==> src/rtl/rcpg_pkg.sv <==
`default_nettype none
package rcpg_pkg;

	localparam int PIX_W      = 7;
	localparam int CH_W       = 8;
	localparam int HUE_W      = 8;
	localparam int TS_W       = 64;
	localparam int IVL_W      = 32;
	localparam int APB_AW     = 4;
	localparam int APB_DW     = 32;

	localparam logic [HUE_W-1:0] HUE_MOD     = 8'd255;
	localparam logic [HUE_W-1:0] HUE_TOP     = 8'd254;
	localparam logic [HUE_W-1:0] REGION_SPAN = 8'd43;
	localparam logic [HUE_W-1:0] REM_SCALE   = 8'd6;
	localparam int               MAX_RESULTS = 64;

	localparam logic [IVL_W-1:0] RST_INTERVAL    = 32'd20000;
	localparam logic [PIX_W-1:0] RST_FIRST_PIXEL = 7'd3;
	localparam logic [CH_W-1:0]  RST_SATURATION  = 8'd255;
	localparam logic [CH_W-1:0]  RST_VALUE       = 8'd255;

	typedef enum logic [1:0] {
		CFG_INTERVAL    = 2'd0,
		CFG_FIRST_PIXEL = 2'd1,
		CFG_SATURATION  = 2'd2,
		CFG_VALUE       = 2'd3
	} cfg_reg_t;

	typedef enum logic [2:0] {
		SEC_R_TO_Y = 3'd0,
		SEC_Y_TO_G = 3'd1,
		SEC_G_TO_C = 3'd2,
		SEC_C_TO_B = 3'd3,
		SEC_B_TO_M = 3'd4,
		SEC_M_TO_R = 3'd5
	} hue_sector_t;

	typedef struct packed {
		logic [PIX_W-1:0] first_pixel;
		logic [CH_W-1:0]  saturation;
		logic [CH_W-1:0]  value;
	} color_cfg_t;

endpackage
`default_nettype wire

==> src/rtl/rcpg_if.sv <==
`default_nettype none
interface rcpg_req_if;
	logic                          valid;
	logic                          ready;
	logic [rcpg_pkg::TS_W-1:0]     timestamp_us;

	modport source (output valid, output timestamp_us, input ready);
	modport sink (input valid, input timestamp_us, output ready);
endinterface

interface rcpg_pix_if;
	logic                          valid;
	logic                          ready;
	logic [rcpg_pkg::PIX_W-1:0]    pixel_index;
	logic [rcpg_pkg::CH_W-1:0]     red;
	logic [rcpg_pkg::CH_W-1:0]     green;
	logic [rcpg_pkg::CH_W-1:0]     blue;
	logic                          last_pixel;

	modport source (output valid, output pixel_index, output red, output green, output blue,
		output last_pixel, input ready);
	modport sink (input valid, input pixel_index, input red, input green, input blue,
		input last_pixel, output ready);
endinterface
`default_nettype wire

==> src/rtl/rcpg_front.sv <==
`default_nettype none
module rcpg_front #(
	parameter int NUM_PIXELS = 32
) (
	input  wire logic                          clk,
	input  wire logic                          arst_n,
	rcpg_req_if.sink                           req,
	input  wire logic [rcpg_pkg::IVL_W-1:0]    interval,
	input  wire logic [rcpg_pkg::PIX_W-1:0]    first_pixel,
	input  wire logic                          queue_full,
	output logic                               push,
	output logic [rcpg_pkg::HUE_W-1:0]         push_hue
);

	logic [rcpg_pkg::HUE_W-1:0] hue_q;
	logic [rcpg_pkg::TS_W-1:0]  last_time_q;
	logic [rcpg_pkg::TS_W-1:0]  elapsed;
	logic                       advance;
	logic                       accept;
	logic [rcpg_pkg::HUE_W-1:0] next_hue;

	assign req.ready = !queue_full;
	assign accept    = req.valid && !queue_full;
	assign elapsed   = req.timestamp_us - last_time_q;
	assign advance   = elapsed >= {{(rcpg_pkg::TS_W-rcpg_pkg::IVL_W){1'b0}}, interval};

	always_comb begin
		next_hue = hue_q;
		if (advance) begin
			next_hue = (hue_q == rcpg_pkg::HUE_TOP) ? '0 : hue_q + 8'd1;
		end
	end

	// frames that start past the strip end produce nothing for the back end
	assign push     = accept && (first_pixel < rcpg_pkg::PIX_W'(NUM_PIXELS));
	assign push_hue = next_hue;

	always_ff @(posedge clk or negedge arst_n) begin
		if (!arst_n) begin
			hue_q       <= '0;
			last_time_q <= '0;
		end else if (accept) begin
			hue_q <= next_hue;
			if (advance) begin
				last_time_q <= req.timestamp_us;
			end
		end
	end

endmodule
`default_nettype wire

==> src/rtl/rcpg_queue.sv <==
`default_nettype none
module rcpg_queue (
	input  wire logic                          clk,
	input  wire logic                          arst_n,
	input  wire logic                          push,
	input  wire logic [rcpg_pkg::HUE_W-1:0]    push_hue,
	input  wire logic                          pop,
	output logic                               full,
	output logic                               empty,
	output logic [rcpg_pkg::HUE_W-1:0]         head_hue
);

	logic [rcpg_pkg::HUE_W-1:0] mem_q [2];
	logic                       wr_ptr_q;
	logic                       rd_ptr_q;
	logic [1:0]                 count_q;

	assign full     = count_q == 2'd2;
	assign empty    = count_q == 2'd0;
	assign head_hue = mem_q[rd_ptr_q];

	always_ff @(posedge clk) begin
		if (push) begin
			mem_q[wr_ptr_q] <= push_hue;
		end
	end

	always_ff @(posedge clk or negedge arst_n) begin
		if (!arst_n) begin
			wr_ptr_q <= 1'b0;
			rd_ptr_q <= 1'b0;
			count_q  <= '0;
		end else begin
			if (push) begin
				wr_ptr_q <= !wr_ptr_q;
			end
			if (pop) begin
				rd_ptr_q <= !rd_ptr_q;
			end
			if (push && !pop) begin
				count_q <= count_q + 2'd1;
			end else if (pop && !push) begin
				count_q <= count_q - 2'd1;
			end
		end
	end

endmodule
`default_nettype wire

==> src/rtl/rcpg_back.sv <==
`default_nettype none
module rcpg_back #(
	parameter int NUM_PIXELS = 32
) (
	input  wire logic                          clk,
	input  wire logic                          arst_n,
	input  wire rcpg_pkg::color_cfg_t          cfg,
	input  wire logic                          queue_empty,
	input  wire logic [rcpg_pkg::HUE_W-1:0]    head_hue,
	output logic                               pop,
	rcpg_pix_if.source                         pix
);

	localparam int IDX_W = (NUM_PIXELS > 1) ? $clog2(NUM_PIXELS) : 1;
	localparam logic [rcpg_pkg::PIX_W-1:0] LAST_STRIP = rcpg_pkg::PIX_W'(NUM_PIXELS - 1);

	logic [rcpg_pkg::HUE_W-1:0] offs [NUM_PIXELS];

	for (genvar g = 0; g < NUM_PIXELS; g++) begin : g_offs
		assign offs[g] = rcpg_pkg::HUE_W'((g * 255) / NUM_PIXELS);
	end

	logic                        en;
	logic                        busy_q;
	logic [rcpg_pkg::PIX_W-1:0]  idx_q;
	logic [rcpg_pkg::HUE_W-1:0]  base_q;
	logic [rcpg_pkg::PIX_W-1:0]  last_idx;
	logic [rcpg_pkg::PIX_W:0]    run_lim;
	logic                        issue;
	logic                        at_last;

	logic [rcpg_pkg::HUE_W:0]    hue_sum;
	logic [rcpg_pkg::HUE_W-1:0]  hue;

	logic                        valid_s1;
	logic [rcpg_pkg::PIX_W-1:0]  idx_s1;
	logic [rcpg_pkg::HUE_W-1:0]  hue_s1;
	logic                        last_s1;

	rcpg_pkg::hue_sector_t       sector;
	logic [rcpg_pkg::HUE_W-1:0]  sector_lo;
	logic [rcpg_pkg::HUE_W-1:0]  diff;
	logic [rcpg_pkg::HUE_W+2:0]  rem_wide;
	logic [rcpg_pkg::HUE_W-1:0]  rem;
	logic [2*rcpg_pkg::CH_W-1:0] p_prod;
	logic [2*rcpg_pkg::CH_W-1:0] sr_prod;
	logic [2*rcpg_pkg::CH_W-1:0] srn_prod;

	logic                        valid_s2;
	logic [rcpg_pkg::PIX_W-1:0]  idx_s2;
	logic                        last_s2;
	rcpg_pkg::hue_sector_t       sector_s2;
	logic [rcpg_pkg::CH_W-1:0]   p_s2;
	logic [rcpg_pkg::CH_W-1:0]   sr_s2;
	logic [rcpg_pkg::CH_W-1:0]   srn_s2;

	logic [2*rcpg_pkg::CH_W-1:0] q_prod;
	logic [2*rcpg_pkg::CH_W-1:0] t_prod;
	logic [rcpg_pkg::CH_W-1:0]   q_val;
	logic [rcpg_pkg::CH_W-1:0]   t_val;
	logic [rcpg_pkg::CH_W-1:0]   r_next;
	logic [rcpg_pkg::CH_W-1:0]   g_next;
	logic [rcpg_pkg::CH_W-1:0]   b_next;

	logic                        valid_s3;
	logic [rcpg_pkg::PIX_W-1:0]  idx_s3;
	logic                        last_s3;
	logic [rcpg_pkg::CH_W-1:0]   r_s3;
	logic [rcpg_pkg::CH_W-1:0]   g_s3;
	logic [rcpg_pkg::CH_W-1:0]   b_s3;

	assign en      = !valid_s3 || pix.ready;
	assign pop     = !busy_q && !queue_empty;
	assign issue   = busy_q && en;
	assign run_lim = {1'b0, cfg.first_pixel} + 8'(rcpg_pkg::MAX_RESULTS - 1);
	assign last_idx = (run_lim < {1'b0, LAST_STRIP}) ? run_lim[rcpg_pkg::PIX_W-1:0] : LAST_STRIP;
	assign at_last = idx_q == last_idx;

	always_ff @(posedge clk or negedge arst_n) begin
		if (!arst_n) begin
			busy_q <= 1'b0;
		end else if (pop) begin
			busy_q <= 1'b1;
		end else if (issue && at_last) begin
			busy_q <= 1'b0;
		end
	end

	always_ff @(posedge clk) begin
		if (pop) begin
			idx_q  <= cfg.first_pixel;
			base_q <= head_hue;
		end else if (issue) begin
			idx_q <= idx_q + 7'd1;
		end
	end

	// stage 1: pixel hue
	assign hue_sum = {1'b0, base_q} + {1'b0, offs[idx_q[IDX_W-1:0]]};
	assign hue     = (hue_sum >= {1'b0, rcpg_pkg::HUE_MOD}) ?
		rcpg_pkg::HUE_W'(hue_sum - {1'b0, rcpg_pkg::HUE_MOD}) : hue_sum[rcpg_pkg::HUE_W-1:0];

	always_ff @(posedge clk or negedge arst_n) begin
		if (!arst_n) begin
			valid_s1 <= 1'b0;
		end else if (en) begin
			valid_s1 <= issue;
		end
	end

	always_ff @(posedge clk) begin
		if (en) begin
			idx_s1  <= idx_q;
			hue_s1  <= hue;
			last_s1 <= at_last;
		end
	end

	// stage 2: sector, remainder and first products
	always_comb begin
		priority if (hue_s1 < rcpg_pkg::REGION_SPAN) begin
			sector = rcpg_pkg::SEC_R_TO_Y;
			sector_lo = 8'd0;
		end else if (hue_s1 < 8'd86) begin
			sector = rcpg_pkg::SEC_Y_TO_G;
			sector_lo = 8'd43;
		end else if (hue_s1 < 8'd129) begin
			sector = rcpg_pkg::SEC_G_TO_C;
			sector_lo = 8'd86;
		end else if (hue_s1 < 8'd172) begin
			sector = rcpg_pkg::SEC_C_TO_B;
			sector_lo = 8'd129;
		end else if (hue_s1 < 8'd215) begin
			sector = rcpg_pkg::SEC_B_TO_M;
			sector_lo = 8'd172;
		end else begin
			sector = rcpg_pkg::SEC_M_TO_R;
			sector_lo = 8'd215;
		end
	end

	assign diff     = hue_s1 - sector_lo;
	assign rem_wide = {3'b0, diff} * {3'b0, rcpg_pkg::REM_SCALE};
	assign rem      = rem_wide[rcpg_pkg::HUE_W-1:0];
	assign p_prod   = {8'd0, cfg.value} * {8'd0, rcpg_pkg::HUE_MOD - cfg.saturation};
	assign sr_prod  = {8'd0, cfg.saturation} * {8'd0, rem};
	assign srn_prod = {8'd0, cfg.saturation} * {8'd0, rcpg_pkg::HUE_MOD - rem};

	always_ff @(posedge clk or negedge arst_n) begin
		if (!arst_n) begin
			valid_s2 <= 1'b0;
		end else if (en) begin
			valid_s2 <= valid_s1;
		end
	end

	always_ff @(posedge clk) begin
		if (en) begin
			idx_s2    <= idx_s1;
			last_s2   <= last_s1;
			sector_s2 <= sector;
			p_s2      <= p_prod[2*rcpg_pkg::CH_W-1:rcpg_pkg::CH_W];
			sr_s2     <= sr_prod[2*rcpg_pkg::CH_W-1:rcpg_pkg::CH_W];
			srn_s2    <= srn_prod[2*rcpg_pkg::CH_W-1:rcpg_pkg::CH_W];
		end
	end

	// stage 3: ramps and channel routing
	assign q_prod = {8'd0, cfg.value} * {8'd0, rcpg_pkg::HUE_MOD - sr_s2};
	assign t_prod = {8'd0, cfg.value} * {8'd0, rcpg_pkg::HUE_MOD - srn_s2};
	assign q_val  = q_prod[2*rcpg_pkg::CH_W-1:rcpg_pkg::CH_W];
	assign t_val  = t_prod[2*rcpg_pkg::CH_W-1:rcpg_pkg::CH_W];

	always_comb begin
		r_next = cfg.value;
		g_next = p_s2;
		b_next = q_val;
		if (cfg.saturation == '0) begin
			g_next = cfg.value;
			b_next = cfg.value;
		end else begin
			unique case (sector_s2)
				rcpg_pkg::SEC_R_TO_Y: begin
					r_next = cfg.value; g_next = t_val; b_next = p_s2;
				end
				rcpg_pkg::SEC_Y_TO_G: begin
					r_next = q_val; g_next = cfg.value; b_next = p_s2;
				end
				rcpg_pkg::SEC_G_TO_C: begin
					r_next = p_s2; g_next = cfg.value; b_next = t_val;
				end
				rcpg_pkg::SEC_C_TO_B: begin
					r_next = p_s2; g_next = q_val; b_next = cfg.value;
				end
				rcpg_pkg::SEC_B_TO_M: begin
					r_next = t_val; g_next = p_s2; b_next = cfg.value;
				end
				default: begin
					r_next = cfg.value; g_next = p_s2; b_next = q_val;
				end
			endcase
		end
	end

	always_ff @(posedge clk or negedge arst_n) begin
		if (!arst_n) begin
			valid_s3 <= 1'b0;
		end else if (en) begin
			valid_s3 <= valid_s2;
		end
	end

	always_ff @(posedge clk) begin
		if (en) begin
			idx_s3  <= idx_s2;
			last_s3 <= last_s2;
			r_s3    <= r_next;
			g_s3    <= g_next;
			b_s3    <= b_next;
		end
	end

	assign pix.valid       = valid_s3;
	assign pix.pixel_index = idx_s3;
	assign pix.red         = r_s3;
	assign pix.green       = g_s3;
	assign pix.blue        = b_s3;
	assign pix.last_pixel  = last_s3;

endmodule
`default_nettype wire

==> src/rtl/rainbow_chase_pixel_generator.sv <==
// a request is taken while the frame queue is not full; its pixels pass through the
// sequencer and pixel stages, one pixel per cycle unless pix.ready stalls; per frame
// min(NUM_PIXELS - first_pixel, 64) pixels; a frame loads when the sequencer is idle
// a two-entry frame queue lets requests be taken while the previous frame still streams
// reset: registers return to their defaults, base hue and advance time clear, queue empties
`default_nettype none
module rainbow_chase_pixel_generator #(
	parameter int NUM_PIXELS = 32
) (
	input  wire logic                           clk,
	input  wire logic                           arst_n,
	rcpg_req_if.sink                            req,
	rcpg_pix_if.source                          pix,
	input  wire logic                           psel,
	input  wire logic                           penable,
	input  wire logic                           pwrite,
	input  wire logic [rcpg_pkg::APB_AW-1:0]    paddr,
	input  wire logic [rcpg_pkg::APB_DW-1:0]    pwdata,
	output logic [rcpg_pkg::APB_DW-1:0]         prdata,
	output logic                                pready
);

	logic [rcpg_pkg::IVL_W-1:0] interval_q;
	logic [rcpg_pkg::PIX_W-1:0] first_pixel_q;
	logic [rcpg_pkg::CH_W-1:0]  saturation_q;
	logic [rcpg_pkg::CH_W-1:0]  value_q;
	rcpg_pkg::cfg_reg_t         reg_sel;
	logic                       wr_en;

	logic                       push;
	logic [rcpg_pkg::HUE_W-1:0] push_hue;
	logic                       pop;
	logic                       queue_full;
	logic                       queue_empty;
	logic [rcpg_pkg::HUE_W-1:0] head_hue;
	rcpg_pkg::color_cfg_t       color_cfg;

	assign pready  = 1'b1;
	assign reg_sel = rcpg_pkg::cfg_reg_t'(paddr[3:2]);
	assign wr_en   = psel && penable && pwrite;

	always_ff @(posedge clk or negedge arst_n) begin
		if (!arst_n) begin
			interval_q    <= rcpg_pkg::RST_INTERVAL;
			first_pixel_q <= rcpg_pkg::RST_FIRST_PIXEL;
			saturation_q  <= rcpg_pkg::RST_SATURATION;
			value_q       <= rcpg_pkg::RST_VALUE;
		end else if (wr_en) begin
			unique case (reg_sel)
				rcpg_pkg::CFG_INTERVAL:    interval_q    <= pwdata;
				rcpg_pkg::CFG_FIRST_PIXEL: first_pixel_q <= pwdata[rcpg_pkg::PIX_W-1:0];
				rcpg_pkg::CFG_SATURATION:  saturation_q  <= pwdata[rcpg_pkg::CH_W-1:0];
				rcpg_pkg::CFG_VALUE:       value_q       <= pwdata[rcpg_pkg::CH_W-1:0];
			endcase
		end
	end

	always_comb begin
		unique case (reg_sel)
			rcpg_pkg::CFG_INTERVAL:    prdata = interval_q;
			rcpg_pkg::CFG_FIRST_PIXEL: prdata = {25'b0, first_pixel_q};
			rcpg_pkg::CFG_SATURATION:  prdata = {24'b0, saturation_q};
			rcpg_pkg::CFG_VALUE:       prdata = {24'b0, value_q};
		endcase
	end

	assign color_cfg.first_pixel = first_pixel_q;
	assign color_cfg.saturation  = saturation_q;
	assign color_cfg.value       = value_q;

	rcpg_front #(
		.NUM_PIXELS (NUM_PIXELS)
	) u_front (
		.clk         (clk),
		.arst_n      (arst_n),
		.req         (req),
		.interval    (interval_q),
		.first_pixel (first_pixel_q),
		.queue_full  (queue_full),
		.push        (push),
		.push_hue    (push_hue)
	);

	rcpg_queue u_queue (
		.clk      (clk),
		.arst_n   (arst_n),
		.push     (push),
		.push_hue (push_hue),
		.pop      (pop),
		.full     (queue_full),
		.empty    (queue_empty),
		.head_hue (head_hue)
	);

	rcpg_back #(
		.NUM_PIXELS (NUM_PIXELS)
	) u_back (
		.clk         (clk),
		.arst_n      (arst_n),
		.cfg         (color_cfg),
		.queue_empty (queue_empty),
		.head_hue    (head_hue),
		.pop         (pop),
		.pix         (pix)
	);

endmodule
`default_nettype wire
==> src/flat_wrapper.sv <==
// flat-port wrapper written by rule: the top's interface ports become plain ports
module rainbow_chase_pixel_generator_flat 
#(
	parameter int NUM_PIXELS = 32
)
  (clk, arst_n, psel, penable, pwrite, paddr, pwdata, prdata, pready, req_valid, req_timestamp_us, req_ready, pix_valid, pix_pixel_index, pix_red, pix_green, pix_blue, pix_last_pixel, pix_ready);
  rcpg_req_if req_i ();
  rcpg_pix_if pix_i ();
  input  wire logic clk;
  input  wire logic arst_n;
  input  wire logic psel;
  input  wire logic penable;
  input  wire logic pwrite;
  input  wire logic [rcpg_pkg::APB_AW-1:0] paddr;
  input  wire logic [rcpg_pkg::APB_DW-1:0] pwdata;
  output logic [rcpg_pkg::APB_DW-1:0] prdata;
  output logic pready;
  input wire logic [$bits(req_i.valid)-1:0] req_valid;
  input wire logic [$bits(req_i.timestamp_us)-1:0] req_timestamp_us;
  output wire logic [$bits(req_i.ready)-1:0] req_ready;
  output wire logic [$bits(pix_i.valid)-1:0] pix_valid;
  output wire logic [$bits(pix_i.pixel_index)-1:0] pix_pixel_index;
  output wire logic [$bits(pix_i.red)-1:0] pix_red;
  output wire logic [$bits(pix_i.green)-1:0] pix_green;
  output wire logic [$bits(pix_i.blue)-1:0] pix_blue;
  output wire logic [$bits(pix_i.last_pixel)-1:0] pix_last_pixel;
  input wire logic [$bits(pix_i.ready)-1:0] pix_ready;
  assign req_i.valid = req_valid;
  assign req_i.timestamp_us = req_timestamp_us;
  assign req_ready = req_i.ready;
  assign pix_valid = pix_i.valid;
  assign pix_pixel_index = pix_i.pixel_index;
  assign pix_red = pix_i.red;
  assign pix_green = pix_i.green;
  assign pix_blue = pix_i.blue;
  assign pix_last_pixel = pix_i.last_pixel;
  assign pix_i.ready = pix_ready;
  rainbow_chase_pixel_generator #(.NUM_PIXELS(NUM_PIXELS)) u_core (.clk(clk), .arst_n(arst_n), .req(req_i), .pix(pix_i), .psel(psel), .penable(penable), .pwrite(pwrite), .paddr(paddr), .pwdata(pwdata), .prdata(prdata), .pready(pready));
endmodule
==> config.mk <==
export PLATFORM = sky130hd
export DESIGN_NAME = rainbow_chase_pixel_generator_flat
export DESIGN_NICKNAME = d
export VERILOG_FILES = /design/src/rtl/rcpg_pkg.sv /design/src/rtl/rcpg_if.sv /design/src/rtl/rcpg_front.sv /design/src/rtl/rcpg_queue.sv /design/src/rtl/rcpg_back.sv /design/src/rtl/rainbow_chase_pixel_generator.sv /design/src/flat_wrapper.sv
export SDC_FILE = /design/constraint.sdc
export NUM_CORES = 1
export LEC_CHECK = 0
export BUFFER_PORTS_ARGS = -buffer_cell sky130_fd_sc_hd__buf_2
export CAP_MARGIN = 20
export CORE_MARGIN = 2
export CORE_UTILIZATION = 47
export CTS_BUF_LIST = sky130_fd_sc_hd__clkbuf_4
export DETAILED_ROUTE_END_ITERATION = 8
export PLACE_DENSITY = 0.7
export SYNTH_ARGS = -nofsm -noshare
export SYNTH_HDL_FRONTEND = slang
export SYNTH_SLANG_ARGS = --single-unit
==> constraint.sdc <==
create_clock -name clk -period 9.72 [get_ports clk]
set_clock_uncertainty 0.1 [all_clocks]
set_input_delay 1.458 -clock clk [delete_from_list [all_inputs] [get_ports clk]]
set_output_delay 1.458 -clock clk [all_outputs]
set_load 0.02 [all_outputs]
-- Word level (Yosys, flattened, before mapping)
Memory sizes are Yosys's and may differ from the RTL's. A register that Yosys moved wholly into a read port is not among the register bits.
Cells that the tools add are included.
W data, S select, Z words.
- add/sub/neg operators: 13
- multiply operators: 6
- order comparisons: 10
- eq/ne operators: 10
- muxes and demuxes: 30
- bitwise gates (word level): 1
- reduce and logical (&&, ||, !) cells: 36
- operators with widths (cell ; number):
    $pmux W32 S4 ; 1
    $mux W8 ; 11
    $pmux W8 S3 ; 3
    $ge A64 B32 Y1 ; 1
    $mul A8 B8 Y16 ; 4
    $sub A64 B64 Y64 ; 1
    $mux W7 ; 5
    $sub A8 B8 Y8 const A ; 4
    $lt A8 B8 Y1 const B ; 3
    $mul A8 B7 Y15 ; 1
    $reduce_and A2 Y1 ; 5
    $reduce_or A2 Y1 ; 5
    $add A8 B8 Y9 ; 1
    $ge A9 B8 Y1 const B ; 1
    $logic_and A1 B1 Y1 ; 9
    $add A7 B6 Y8 const B ; 1
    $add A8 B1 Y8 const B ; 1
    $eq A8 B8 Y1 const B ; 1
    $logic_not A1 Y1 ; 8
    $logic_not A8 Y1 ; 1
    $lt A8 B5 Y1 const B ; 1
    $lt A8 B6 Y1 const B ; 1
    $lt A8 B7 Y1 const B ; 1
    $mul A8 B2 Y7 const B ; 1
    other kinds (21) ; 35
- register bits after elaboration: 225
- RAM bits: 16
- memory bits (read-only): 256
- input port bits: 107
- output and inout bits: 67
- logic and storage cells: 138
- memories: 2
- memories (name ; words ; bits a word ; read ports ; clocked after Yosys merged registers in ; wr ports ; RTL line ; source):
    (name not given) ; 32 ; 8 ; 1 ; 0 ; 0 ; rcpg_back.sv:99 ; assign hue_sum = {1'b0, base_q} + {1'b0, offs[idx_q[IDX_W-1:0]]};
    u_core.u_queue.mem_q ; 2 ; 8 ; 1 ; 1 ; 1 ; rcpg_queue.sv:13 ; logic [rcpg_pkg::HUE_W-1:0] mem_q [2];

-- Logic depth before layout (Yosys ltp)
Gate-level depths: netlist (run 1).
- depth in word-level cells: 10
- depth in mapped cells: 36
- depth with buffers taken out: 36

-- Modules after synthesis
From an unflattened synthesis (run 1), not the netlist that was laid out.
- cells, all modules: 2928
- area total of the unflattened synthesis: 27417.5 um^2
- modules (own cells, without submodules) (module ; times used ; cells an instance ; area an instance (um^2) ; seq. area each (um^2)):
    rcpg_back ; 1 ; 1578 ; 14848.0 ; 3042.9
    rcpg_front ; 1 ; 1147 ; 9295.2 ; 1801.7
    rainbow_chase_pixel_generator ; 1 ; 162 ; 2503.7 ; 1405.1
    rcpg_queue ; 1 ; 41 ; 770.7 ; 580.6

-- Worst setup path before layout (run 1)
OpenSTA, ideal clock, no wires.
- kind: reg-to-reg
- start point: register u_core.u_back.hue_s1[1] (netlist name)
- end point: register u_core.u_back.srn_s2[7] (netlist name) (data pin)
- arrival time: 7.731 ns
- data required time: 9.360 ns
- slack: 1.630 ns
- stages on the path, launching flop included: 34
- buffers on the path: 1
- clock period less this slack: 8.090 ns
- cells stage by stage: edfxtp_1 -> a21oi_1 -> nor2b_1 -> o21ai_0 -> nor2b_1 -> o21ai_0 -> a21oi_1 -> ha_1 -> inv_1 -> fa_1 -> xor2_1 -> ha_1 -> a21o_1 -> a21oi_1 -> o21bai_1 -> a21oi_1 -> xnor2_1 -> xnor2_1 -> clkbuf_1 -> nand2_1 -> fa_1 -> fa_1 -> fa_1 -> fa_1 -> inv_1 -> ha_1 -> a21oi_1 -> o21bai_1 -> a21oi_1 -> nor2b_1 -> o21a_1 -> or4_1 -> a31oi_1 -> xnor2_1
- cells in the longest elaborated chain, start to end: 10
- elaborated cells between the ends (all ways): 14
- ends and longest elaborated chain (element ; RTL line ; source):
    start, declared ; rcpg_back.sv:37 ; logic [rcpg_pkg::HUE_W-1:0] hue_s1;
    start signal, assigned ; rcpg_back.sv:114 ; hue_s1 <= hue;
    $lt A8 B8 Y1 ; rcpg_back.sv:133 ; end else if (hue_s1 < 8'd215) begin
    $mux W7 ; rcpg_back.sv:133 ;
    $mux W7 ; rcpg_back.sv:130 ; end else if (hue_s1 < 8'd172) begin
    $mux W8 ; rcpg_back.sv:127 ; end else if (hue_s1 < 8'd129) begin
    $mux W8 ; rcpg_back.sv:124 ; end else if (hue_s1 < 8'd86) begin
    $mux W8 ; rcpg_back.sv:121 ; priority if (hue_s1 < rcpg_pkg::REGION_SPAN) begin
    $sub A8 B8 Y8 * ; rcpg_back.sv:142 ; assign diff = hue_s1 - sector_lo;
    $mul A8 B2 Y7 * ; rcpg_back.sv:143 ; assign rem_wide = {3'b0, diff} * {3'b0, rcpg_pkg::REM_SCALE};
    $sub A8 B8 Y8 * ; rcpg_back.sv:147 ; assign srn_prod = {8'd0, cfg.saturation} * {8'd0, rcpg_pkg::HUE_MOD - rem};
    $mul A8 B8 Y16 * ; rcpg_back.sv:147 ;
    via u_core.u_back.srn_prod, one bit ; rcpg_back.sv:47 ; logic [2*rcpg_pkg::CH_W-1:0] srn_prod;
    end signal, assigned ; rcpg_back.sv:164 ; srn_s2 <= srn_prod[2*rcpg_pkg::CH_W-1:rcpg_pkg::CH_W];
    end, declared ; rcpg_back.sv:55 ; logic [rcpg_pkg::CH_W-1:0] srn_s2;
Mark *: on every way through the listed nets, which the timed path passes. The rest lies on a longest branch.
A chain may end at the register's enable or synchronous reset.

-- Final worst setup path (run 1)
- start point: register u_core.u_back.hue_s1[1] (netlist name)
- end point: register u_core.u_back.sr_s2[7] (netlist name) (data pin)
- cells in the longest elaborated chain, start to end: 9
- elaborated cells between the ends (all ways): 13
- ends and longest elaborated chain (element ; RTL line ; source):
    $lt A8 B8 Y1 ; rcpg_back.sv:133 ;
    $mux W7 ; rcpg_back.sv:133 ;
    $mux W7 ; rcpg_back.sv:130 ;
    $mux W8 ; rcpg_back.sv:127 ;
    $mux W8 ; rcpg_back.sv:124 ;
    $mux W8 ; rcpg_back.sv:121 ;
    $sub A8 B8 Y8 * ; rcpg_back.sv:142 ;
    $mul A8 B2 Y7 * ; rcpg_back.sv:143 ;
    $mul A8 B7 Y15 * ; rcpg_back.sv:146 ; assign sr_prod = {8'd0, cfg.saturation} * {8'd0, rem};
    via u_core.u_back.sr_prod, one bit ; rcpg_back.sv:46 ; logic [2*rcpg_pkg::CH_W-1:0] sr_prod;
    end signal, assigned ; rcpg_back.sv:163 ; sr_s2 <= sr_prod[2*rcpg_pkg::CH_W-1:rcpg_pkg::CH_W];
    end, declared ; rcpg_back.sv:54 ; logic [rcpg_pkg::CH_W-1:0] sr_s2;
Marks and branches as above.

==> results of run 1 <==
## cell usage after synthesis, drive strengths merged (42+ instances only)
| cell | number | area (um^2) |
|---|---|---|
| nor2 | 158 | 601 |
| edfxtp | 114 | 3420 |
| nor3 | 66 | 330 |
| xor2 | 42 | 368 |
| a21oi | 157 | 790 |
| clkbuf | 87 | 330 |
| fa | 172 | 3440 |
| nand2b | 106 | 671 |
| inv | 374 | 1400 |
| mux2 | 99 | 1140 |
| nand2 | 211 | 795 |
| nor2b | 136 | 851 |
| dfrtp | 112 | 2800 |
| ha | 287 | 3590 |
| o21ai | 138 | 694 |
| nand4 | 44 | 297 |
| xnor2 | 77 | 674 |
## sequential cells by signal (all words and copies together), names as in the netlist, 8 cells and up
signal,flops
u_core.u_back.sr_s2,8
u_core.interval_q,32
u_core.saturation_q,8
u_core.u_back.base_q,8
u_core.u_front.hue_q,8
u_core.u_queue.mem_q,16
u_core.value_q,8
u_core.u_back.pix.blue,8
u_core.u_back.hue_s1,8
u_core.u_front.last_time_q,64
u_core.u_back.srn_s2,8
u_core.u_back.pix.green,8
u_core.u_back.pix.red,8
u_core.u_back.p_s2,8
## area by class of cell
type                       instances  share of cell area
multi-input combinational       2107               0.612
sequential                       249               0.240
inverter                         376              0.0496
timing repair buffer             182              0.0333
tap                              748              0.0329
clock buffer                      97              0.0256
clock inverter                    35             0.00668
antenna                            7            0.000615
## kinds of logic (layout without fill, tap and decap cells)
group | after synthesis | in the layout | synth area share
compound gates | 544 | 544 | 0.132
xor+xnor | 119 | 119 | 0.0398
fa+ha+maj | 459 | 459 | 0.269
buf+inv | 503 | 690 | 0.0747
flops | 249 | 249 | 0.261
mux | 114 | 114 | 0.0526
other cells | 1 | 8 | 0.000143
simple gates | 870 | 870 | 0.171
## metrics by stage
stage          utilization  setup WS (ns)
2_1_floorplan            -           1.63
3_3_place_gp         0.500           1.25
3_5_place_dp         0.500           1.05
4_1_cts              0.517           1.03
5_1_grt              0.517          0.263
6_report             0.517          0.932
## critical path: cells and delay by family (launching register included)
family	cells	cell delay, ns
flip-flops	1	0.49
AND/OR/NAND/NOR	5	0.95
buffers and inverters	6	0.35
AO/OA/AOI/OAI	12	2.32
XOR/XNOR	4	1.01
adder cells (fa/ha/maj)	8	3.33
## per-layer routing
metal | vias to the layer above | part of all wire | track usage
li1 | 10100 | - | -
met1 | 10400 | 0.42 | 0.309
met2 | 674 | 0.47 | 0.400
met3 | 152 | 0.073 | 0.0546
met4 | 4 | 0.034 | 0.0917
met5 | - | 0.00034 | 0
## how the worst max path moves through the flow
stage | startpoint | end | cells past startpoint
floorplan | u_core.u_back.hue_s1[1] | u_core.u_back.srn_s2[7] | 33
detailed placement | u_core.u_back.hue_s1[1] | u_core.u_back.srn_s2[7] | 32
CTS | u_core.u_back.hue_s1[1] | u_core.u_back.srn_s2[7] | 32
finish | u_core.u_back.hue_s1[1] | u_core.u_back.sr_s2[7] | 35
global route | u_core.u_back.hue_s1[1] | u_core.u_back.sr_s2[7] | 35
global placement | u_core.u_back.hue_s1[1] | u_core.u_back.srn_s2[7] | 32
==> metrics.md, run 1 <==
| Metric | Value |
|---|---|
| Status | `complete, no violations` |
| Die width | `240 um` |
| H-Tree Depth | `3` |
| Design area | `28500 um^2` |
| Avg Inst Size Synth | `between 9 and 10 um^2` |
| Inst Count DP | `3662` |
| Crit. End Element | `flop` |
| Setup_tns | `0 ns` |
| DR vias/cell | `approximately 5.6` |
| Initial antenna violation count | `10` |
| Register-to-Register Setup Slack | `0.93 ns` |
| Flop and latch count out of synthesis | `249` |
| Full die area | `57600 um^2` |
| Post-DP HPWL | `52400 um` |
| Area Growth Syn to Fin | `8.73%` |
| Worst path arrival time | `9.24 ns` |
| Critical path peak fanout | `5` |
| Synth cell types | `92` |
| Hold Path Depth | `0` |
| Area of the multi-input gates | `17400 um^2` |
| CP most frequent cell | `inv_1` |
| Fin cells | `3801` |
| CTS resizes | `0` |
| Tightest Hold Check Type | `flop to flop` |
| Final setup fails | `0` |
| Pin count of the biggest net entering global routing | `between 70 and 80` |
| Layout Nets | `3555` |
| Reg2Reg Capture Point | `u_core.u_back.sr_s2[7]` |
| EDFF count, synth | `114` |
| Slew margin rel. | `0.326` |
| Crit Reg-Reg Startpoint | `u_core.u_back.hue_s1[1]` |
| Root Buffer | `clkbuf_4` |
| Global-route wire length before repair | `111000 um` |
| Syn Std Cell Area | `between 20000 and 30000 um^2` |
| Seq/Total Area, Yosys | `0.261` |
| Min cycle time layout | `8.79 ns` |
| Final period util | `0.904` |
| IO Port Bufs | `170` |
| Vias in the first global route | `21800` |
| Syn nets | `3425` |
| RSZ-0062 raised after global routing | `false` |
| Pre-Repair DR Iteration Count | `5` |
| Num CTS Buffers | `73` |
| Die Height | `240 um` |
| Worst hold endpoint | `u_core.u_back.idx_s2[2]` |
| IO Pins | `174` |
| Row cnt | `86` |
| Post-DP Area | `27500 um^2` |
| Grt total ovfl | `0` |
| CTS sink count | `249` |
| Commonest non-fill, non-tap cell in the layout | `inv_1` |
| CP max stage cell | `fa_1` |
| Top_reg_cell synth | `edfxtp_1` |
| WHS | `0.312 ns` |
| Routability cong. | `approximately 0.93` |
| Hold Violations, Final | `0` |
| Drc violations | `0` |
| Final WL | `68400 um` |
| Via count | `21300` |
| Starting DRC count in detailed routing | `1301` |
| CTS tree | `built` |
| Worst-margin pin slew | `1.01 ns` |
| Core area | `around 55000 um^2` |
| Detail Route Antenna Nets | `0` |
| Worst R2R Path Depth | `35` |
| Required time worst endpoint | `between 10 and 15 ns` |
| Maxcap violations | `0` |
| Gate Count Post-Synth | `2859` |
| GRT Overall Usage | `0.242` |
| CP Class | `flop to flop` |
| Crit path launch type | `flop` |
| Post-synth ARST share | `0.542` |
| Worst-path clk slew | `around 0.06 ns` |
| Hold path startpoint | `u_core.u_back.idx_s1[2]` |
| Wire per inst | `18.0 um` |
| Clock tree buffer depth | `3` |
| Share of cells above drive strength 1 | `0.149` |
| Hold_buf cts | `0` |
| Commonest non-fill, non-tap cells in the layout | `373 x inv_1, 287 x ha_1, 210 x nand2_1` |
| Max Fclk | `0.114 GHz` |
| Setup bufs post-CTS | `0` |
| Slew Viols, Final | `0` |
| Fill count | `between 5000 and 6000` |
| CP max stage delay | `between 0.5 and 0.6 ns` |
| Clock Latency Late Sink | `between 0.8 and 0.9 ns` |
| Yosys warnings | `0` |
| Initial Util | `0.475` |
| FF+latch area | `6830 um^2` |
Power of run 1 is not shown: default switching activity piles up to over one toggle a cycle in this logic, so the estimate is an artifact.
==> run 2, diff against run 1 <==
--- a/config.mk
+++ b/config.mk
@@ -5,7 +5,7 @@
 export SDC_FILE = /design/constraint.sdc
 export NUM_CORES = 1
 export LEC_CHECK = 0
-export BUFFER_PORTS_ARGS = -buffer_cell sky130_fd_sc_hd__buf_2
+export BUFFER_PORTS_ARGS = -buffer_cell sky130_fd_sc_hd__buf_4
 export CAP_MARGIN = 20
 export CORE_MARGIN = 2
 export CORE_UTILIZATION = 47
==> metrics.md, run 2 (synthesized netlist as in run 1, its figures left out) <==
| Metric | Value |
|---|---|
| Tightest Hold Check Type | `flop to flop` |
| Max reg flops | `64` |
| Max Fclk | `0.116 GHz` |
| CTS tree | `built` |
| Crit. End Element | `flop` |
| CTS sink count | `249` |
| Full die area | `approximately 58000 um^2` |
| Num CTS Buffers | `73` |
| Status | `complete, no violations` |
| Required time worst endpoint | `10.16 ns` |
| Post-DP HPWL | `about 53000 um` |
| Starting DRC count in detailed routing | `around 1200` |
| Maxcap violations | `0` |
| Final period util | `0.890` |
| CP Class | `flop to flop` |
| Root Buffer | `clkbuf_4` |
| Worst R2R Path Depth | `33` |
| Routability cong. | `0.946` |
| Pre-Repair DR Iteration Count | `5` |
| Initial antenna violation count | `6` |
| Detail Route Antenna Nets | `0` |
| Area Growth Syn to Fin | `10.5%` |
| Core area | `55100 um^2` |
| Pin count of the biggest net entering global routing | `between 70 and 80` |
| Commonest non-fill, non-tap cell in the layout | `inv_1` |
| Buf/Inv on CP | `3` |
| Worst-margin pin slew | `0.977 ns` |
| WHS | `around 0.32 ns` |
| Worst setup path startpoint | `u_core.u_back.hue_s1[1]` |
| Slew margin rel. | `0.348` |
| Layout Nets | `3558` |
| Largest regs | `u_core.u_front.last_time_q: 64 flops, u_core.interval_q: 32 flops, u_core.u_queue.mem_q: 16 flops` |
| Setup_tns | `0 ns` |
| Crit Reg-Reg Startpoint | `u_core.u_back.hue_s1[1]` |
| Hold_buf cts | `0` |
| Wire per inst | `roughly 18 um` |
| Register-to-Register Setup Slack | `1.07 ns` |
| Drc violations | `0` |
| Global-route wire length before repair | `111000 um` |
| Initial Util | `0.475` |
| Hold Violations, Final | `0` |
| Slew Viols, Final | `0` |
| Commonest non-fill, non-tap cells in the layout | `373 x inv_1, 287 x ha_1, 210 x nand2_1` |
| Grt total ovfl | `0` |
| Stages on the worst setup path | `33` |
| Crit path launch type | `flop` |
| Worst-path clk slew | `0.06 ns` |
| Min cycle time layout | `a little under 9 ns` |
| Vias in the first global route | `about 22000` |
| CP delay by family, top | `adder cells` |
| DR vias/cell | `5.60` |
| Die width | `240 um` |
| IO Port Bufs | `170` |
| Clock tree buffer depth | `3` |
| Setup bufs post-CTS | `0` |
| Hold Path Depth | `0` |
| Final setup fails | `0` |
| Die Height | `240 um` |
| CP max stage cell | `fa_1` |
| GRT Overall Usage | `0.244` |
| Clock Latency Late Sink | `0.84 ns` |
| CTS resizes | `0` |
| Largest reg by FF count | `u_core.u_front.last_time_q` |
| Final WL | `roughly 69000 um` |
| Share of cells above drive strength 1 | `0.149` |
| Via count | `21300` |
| IO Pins | `174` |
| Worst path arrival time | `9.09 ns` |
| Setup crit end | `u_core.u_back.sr_s2[7]` |
| CP max stage delay | `between 0.5 and 0.6 ns` |
| H-Tree Depth | `3` |
| RSZ-0062 raised after global routing | `false` |
| Reg2Reg Capture Point | `u_core.u_back.sr_s2[7]` |
| Row cnt | `86` |
| Critical path peak fanout | `16` |
| CP most frequent cell | `a21oi_1` |
==> run 2: cell count changes in the layout (fill, tap and decap cells not counted), sizes merged <==
cell / previous run / this run
buf: 182 / 185
bufinv: 1 / 2
clkinvlp: 4 / 2
diode: 7 / 8
==> run 2: per-stage QoR <==
step | instances | utilization | setup slack (ns) | cell area [um^2]
floorplan | 2859 | - | 1.63 | 26200
global placement | 3664 | 0.508 | 1.30 | 28000
detailed placement | 3665 | 0.508 | 1.15 | 28000
CTS | 3796 | 0.525 | 1.05 | 28900
global route | 3802 | 0.525 | 0.420 | 28900
finish | 3804 | 0.525 | 1.07 | 28900
==> run 2: layer usage <==
layer  vias to the layer above  global-route usage  part of all wire
met1                     10400               0.311              0.42
met2                       667               0.407              0.48
met4                         6              0.0939             0.035
met3                       156              0.0526             0.066
li1                      10100                   -                 -
met5                         -                   0           0.00058
==> run 2: worst min-delay path by stage <==
stage / startpoint / to / slack [ns]
finish: u_core.u_back.idx_s1[1] / u_core.u_back.idx_s2[1] / 0.32
global route: u_core.u_back.idx_s2[6] / u_core.u_back.pix.pixel_index[6] / 0.32
CTS: u_core.u_back.idx_s1[0] / u_core.u_back.idx_s2[0] / 0.32
detailed placement: u_core.u_back.idx_s1[0] / u_core.u_back.idx_s2[0] / 0.30
global placement: u_core.u_back.idx_s1[2] / u_core.u_back.idx_s2[2] / 0.31
floorplan: u_core.u_back.idx_s1[0] / u_core.u_back.idx_s2[0] / 0.30
==> run 2: cell type report <==
type                       instances  area, um^2
fill                            5106       26200
multi-input combinational       2107       17400
sequential                       249        6830
inverter                         376        1410
timing repair buffer             185        1390
tap                              748         936
clock buffer                      97         728
clock inverter                    34         209
antenna                            8        20.0
Power of run 2 is left out for the same reason.
==> run 3, diff against run 2 <==
--- a/config.mk
+++ b/config.mk
@@ -7,11 +7,13 @@
 export LEC_CHECK = 0
 export BUFFER_PORTS_ARGS = -buffer_cell sky130_fd_sc_hd__buf_4
 export CAP_MARGIN = 20
-export CORE_MARGIN = 2
+export CORE_MARGIN = 1.5
 export CORE_UTILIZATION = 47
 export CTS_BUF_LIST = sky130_fd_sc_hd__clkbuf_4
 export DETAILED_ROUTE_END_ITERATION = 8
 export PLACE_DENSITY = 0.7
+export SLEW_MARGIN = 20
 export SYNTH_ARGS = -nofsm -noshare
 export SYNTH_HDL_FRONTEND = slang
 export SYNTH_SLANG_ARGS = --single-unit
+export TNS_END_PERCENT = 20
==> metrics.md, run 3 (synthesized netlist as in run 1, its figures left out) <==
| Metric | Value |
|---|---|
| Crit. End Element | `flop` |
| Largest regs | `u_core.u_front.last_time_q: 64 flops, u_core.interval_q: 32 flops, u_core.u_queue.mem_q: 16 flops` |
| Hold_buf cts | `0` |
| Commonest non-fill, non-tap cells in the layout | `373 x inv_1, 287 x ha_1, 210 x nand2_1` |
| Min cycle time layout | `8.63 ns` |
| Starting DRC count in detailed routing | `1340` |
| Initial Util | `0.475` |
| CP delay by family, top | `adder cells` |
| Final period util | `0.888` |
| Pin count of the biggest net entering global routing | `72` |
| Num CTS Buffers | `70` |
| RSZ-0062 raised after global routing | `false` |
| CTS resizes | `0` |
| Root Buffer | `clkbuf_4` |
| Area of the multi-input gates | `17400 um^2` |
| Die width | `239 um` |
| Crit path launch type | `flop` |
| CTS sink count | `~250` |
| IO Pins | `roughly 170` |
| Core area | `55100 um^2` |
| CP max stage delay | `0.55 ns` |
| Full die area | `57100 um^2` |
| Setup bufs post-CTS | `0` |
| Max Fclk | `0.116 GHz` |
| FF+latch area | `6830 um^2` |
| CP max stage cell | `fa_1` |
| Pre-Repair DR Iteration Count | `6` |
| Largest reg by FF count | `u_core.u_front.last_time_q` |
| Final WL | `68600 um` |
| Critical path peak fanout | `16` |
| Post-DP HPWL | `52600 um` |
| Commonest non-fill, non-tap cell in the layout | `inv_1` |
| CP Class | `flop to flop` |
| Tightest Hold Check Type | `flop to flop` |
| Initial antenna violation count | `6` |
| Register-to-Register Setup Slack | `1.09 ns` |
| Post-DP Area | `28000 um^2` |
| Via count | `about 21000` |
| Worst hold endpoint | `u_core.u_back.idx_s2[5]` |
| Share of cells above drive strength 1 | `0.150` |
| Worst-path clk slew | `0.06 ns` |
| DR vias/cell | `5.59` |
| Hold Path Depth | `0` |
| CP most frequent cell | `a21oi_1` |
| Drc violations | `0` |
| Row cnt | `86` |
| Global-route wire length before repair | `roughly 110000 um` |
| Reg2Reg Capture Point | `u_core.u_back.srn_s2[7]` |
| Hold Violations, Final | `0` |
| Required time worst endpoint | `10.15 ns` |
| Design area | `28900 um^2` |
| Status | `complete, no violations` |
| Worst R2R Path Depth | `33` |
| Max reg flops | `64` |
| Die Height | `about 240 um` |
| Maxcap violations | `0` |
| Detail Route Antenna Nets | `0` |
| Layout Nets | `~3600` |
| Fill count | `5001` |
| Worst-margin pin slew | `~1.0 ns` |
| Vias in the first global route | `21800` |
| Slew margin rel. | `0.304` |
| Routability cong. | `around 0.92` |
| CTS tree | `built` |
| Final setup fails | `0` |
| Crit Reg-Reg Startpoint | `u_core.u_back.hue_s1[4]` |
| IO Port Bufs | `170` |
| Wire per inst | `between 15 and 20 um` |
| H-Tree Depth | `3` |
| Grt total ovfl | `0` |
| Slew Viols, Final | `0` |
| Clock Latency Late Sink | `0.84 ns` |
| GRT Overall Usage | `0.244` |
| Buf/Inv on CP | `3` |
| Worst path arrival time | `9.06 ns` |
| Setup_tns | `0 ns` |
| Hold path startpoint | `u_core.u_back.idx_s1[5]` |
| Area Growth Syn to Fin | `10.4%` |
| Clock tree buffer depth | `3` |
-- run 3: changes by cell type in the layout (fill, tap and decap cells not counted), sizes merged --
cell	delta
clkinvlp	-1
inv	+3
clkbuf	+5
diode	-1
clkinv	-10
buf	-2
bufinv	-1
-- run 3: routing by layer --
layer | global-route usage | part of all wire
met2 | 0.417 | 0.49
met1 | 0.306 | 0.42
met3 | 0.0497 | 0.065
met5 | 0 | 0
met4 | 0.0806 | 0.025
-- run 3: final cells by class --
type	count	share of cell area
Multi-Input combinational cell	2107	0.602
Tap cell	748	0.0324
Clock buffer	102	0.0265
Sequential cell	249	0.236
Clock inverter	25	0.00537
Inverter	376	0.0488
Antenna cell	7	0.000606
Timing Repair Buffer	183	0.0476
-- run 3: worst max path at each step --
stage	startpoint	end	slack (ns)	cells after the start
after floorplan	u_core.u_back.hue_s1[1]	u_core.u_back.srn_s2[7]	1.63	33
after global routing	u_core.u_back.hue_s1[3]	u_core.u_back.srn_s2[7]	0.42	33
after CTS	u_core.u_back.hue_s1[1]	u_core.u_back.srn_s2[7]	1.05	33
after detailed placement	u_core.u_back.hue_s1[3]	u_core.u_back.srn_s2[7]	1.10	33
final	u_core.u_back.hue_s1[4]	u_core.u_back.srn_s2[7]	1.09	33
after global placement	u_core.u_back.hue_s1[1]	u_core.u_back.srn_s2[7]	1.31	33
-- run 3: metrics by stage --
step	util	std cells	setup WS, ns	hold WS [ns]
final	0.525	3797	1.09	0.318
after global routing	0.525	3795	0.425	0.328
after CTS	0.524	3790	1.05	0.319
after detailed placement	0.508	3663	1.10	0.305
after global placement	0.508	3663	1.31	0.305
after floorplan	-	2859	1.63	0.300
-- run 3: worst reg2reg max path: cells and delay by family (launching register included) --
kind	cells	cell delay, ns
AOI/OAI and AO/OA	14	2.75
DFF	1	0.46
and+or+nand+nor	4	0.76
adders and majority gates	8	3.25
xor gates and xnor gates	4	0.72
buffers and inverters	3	0.34
Power of run 3 is left out for the same reason.
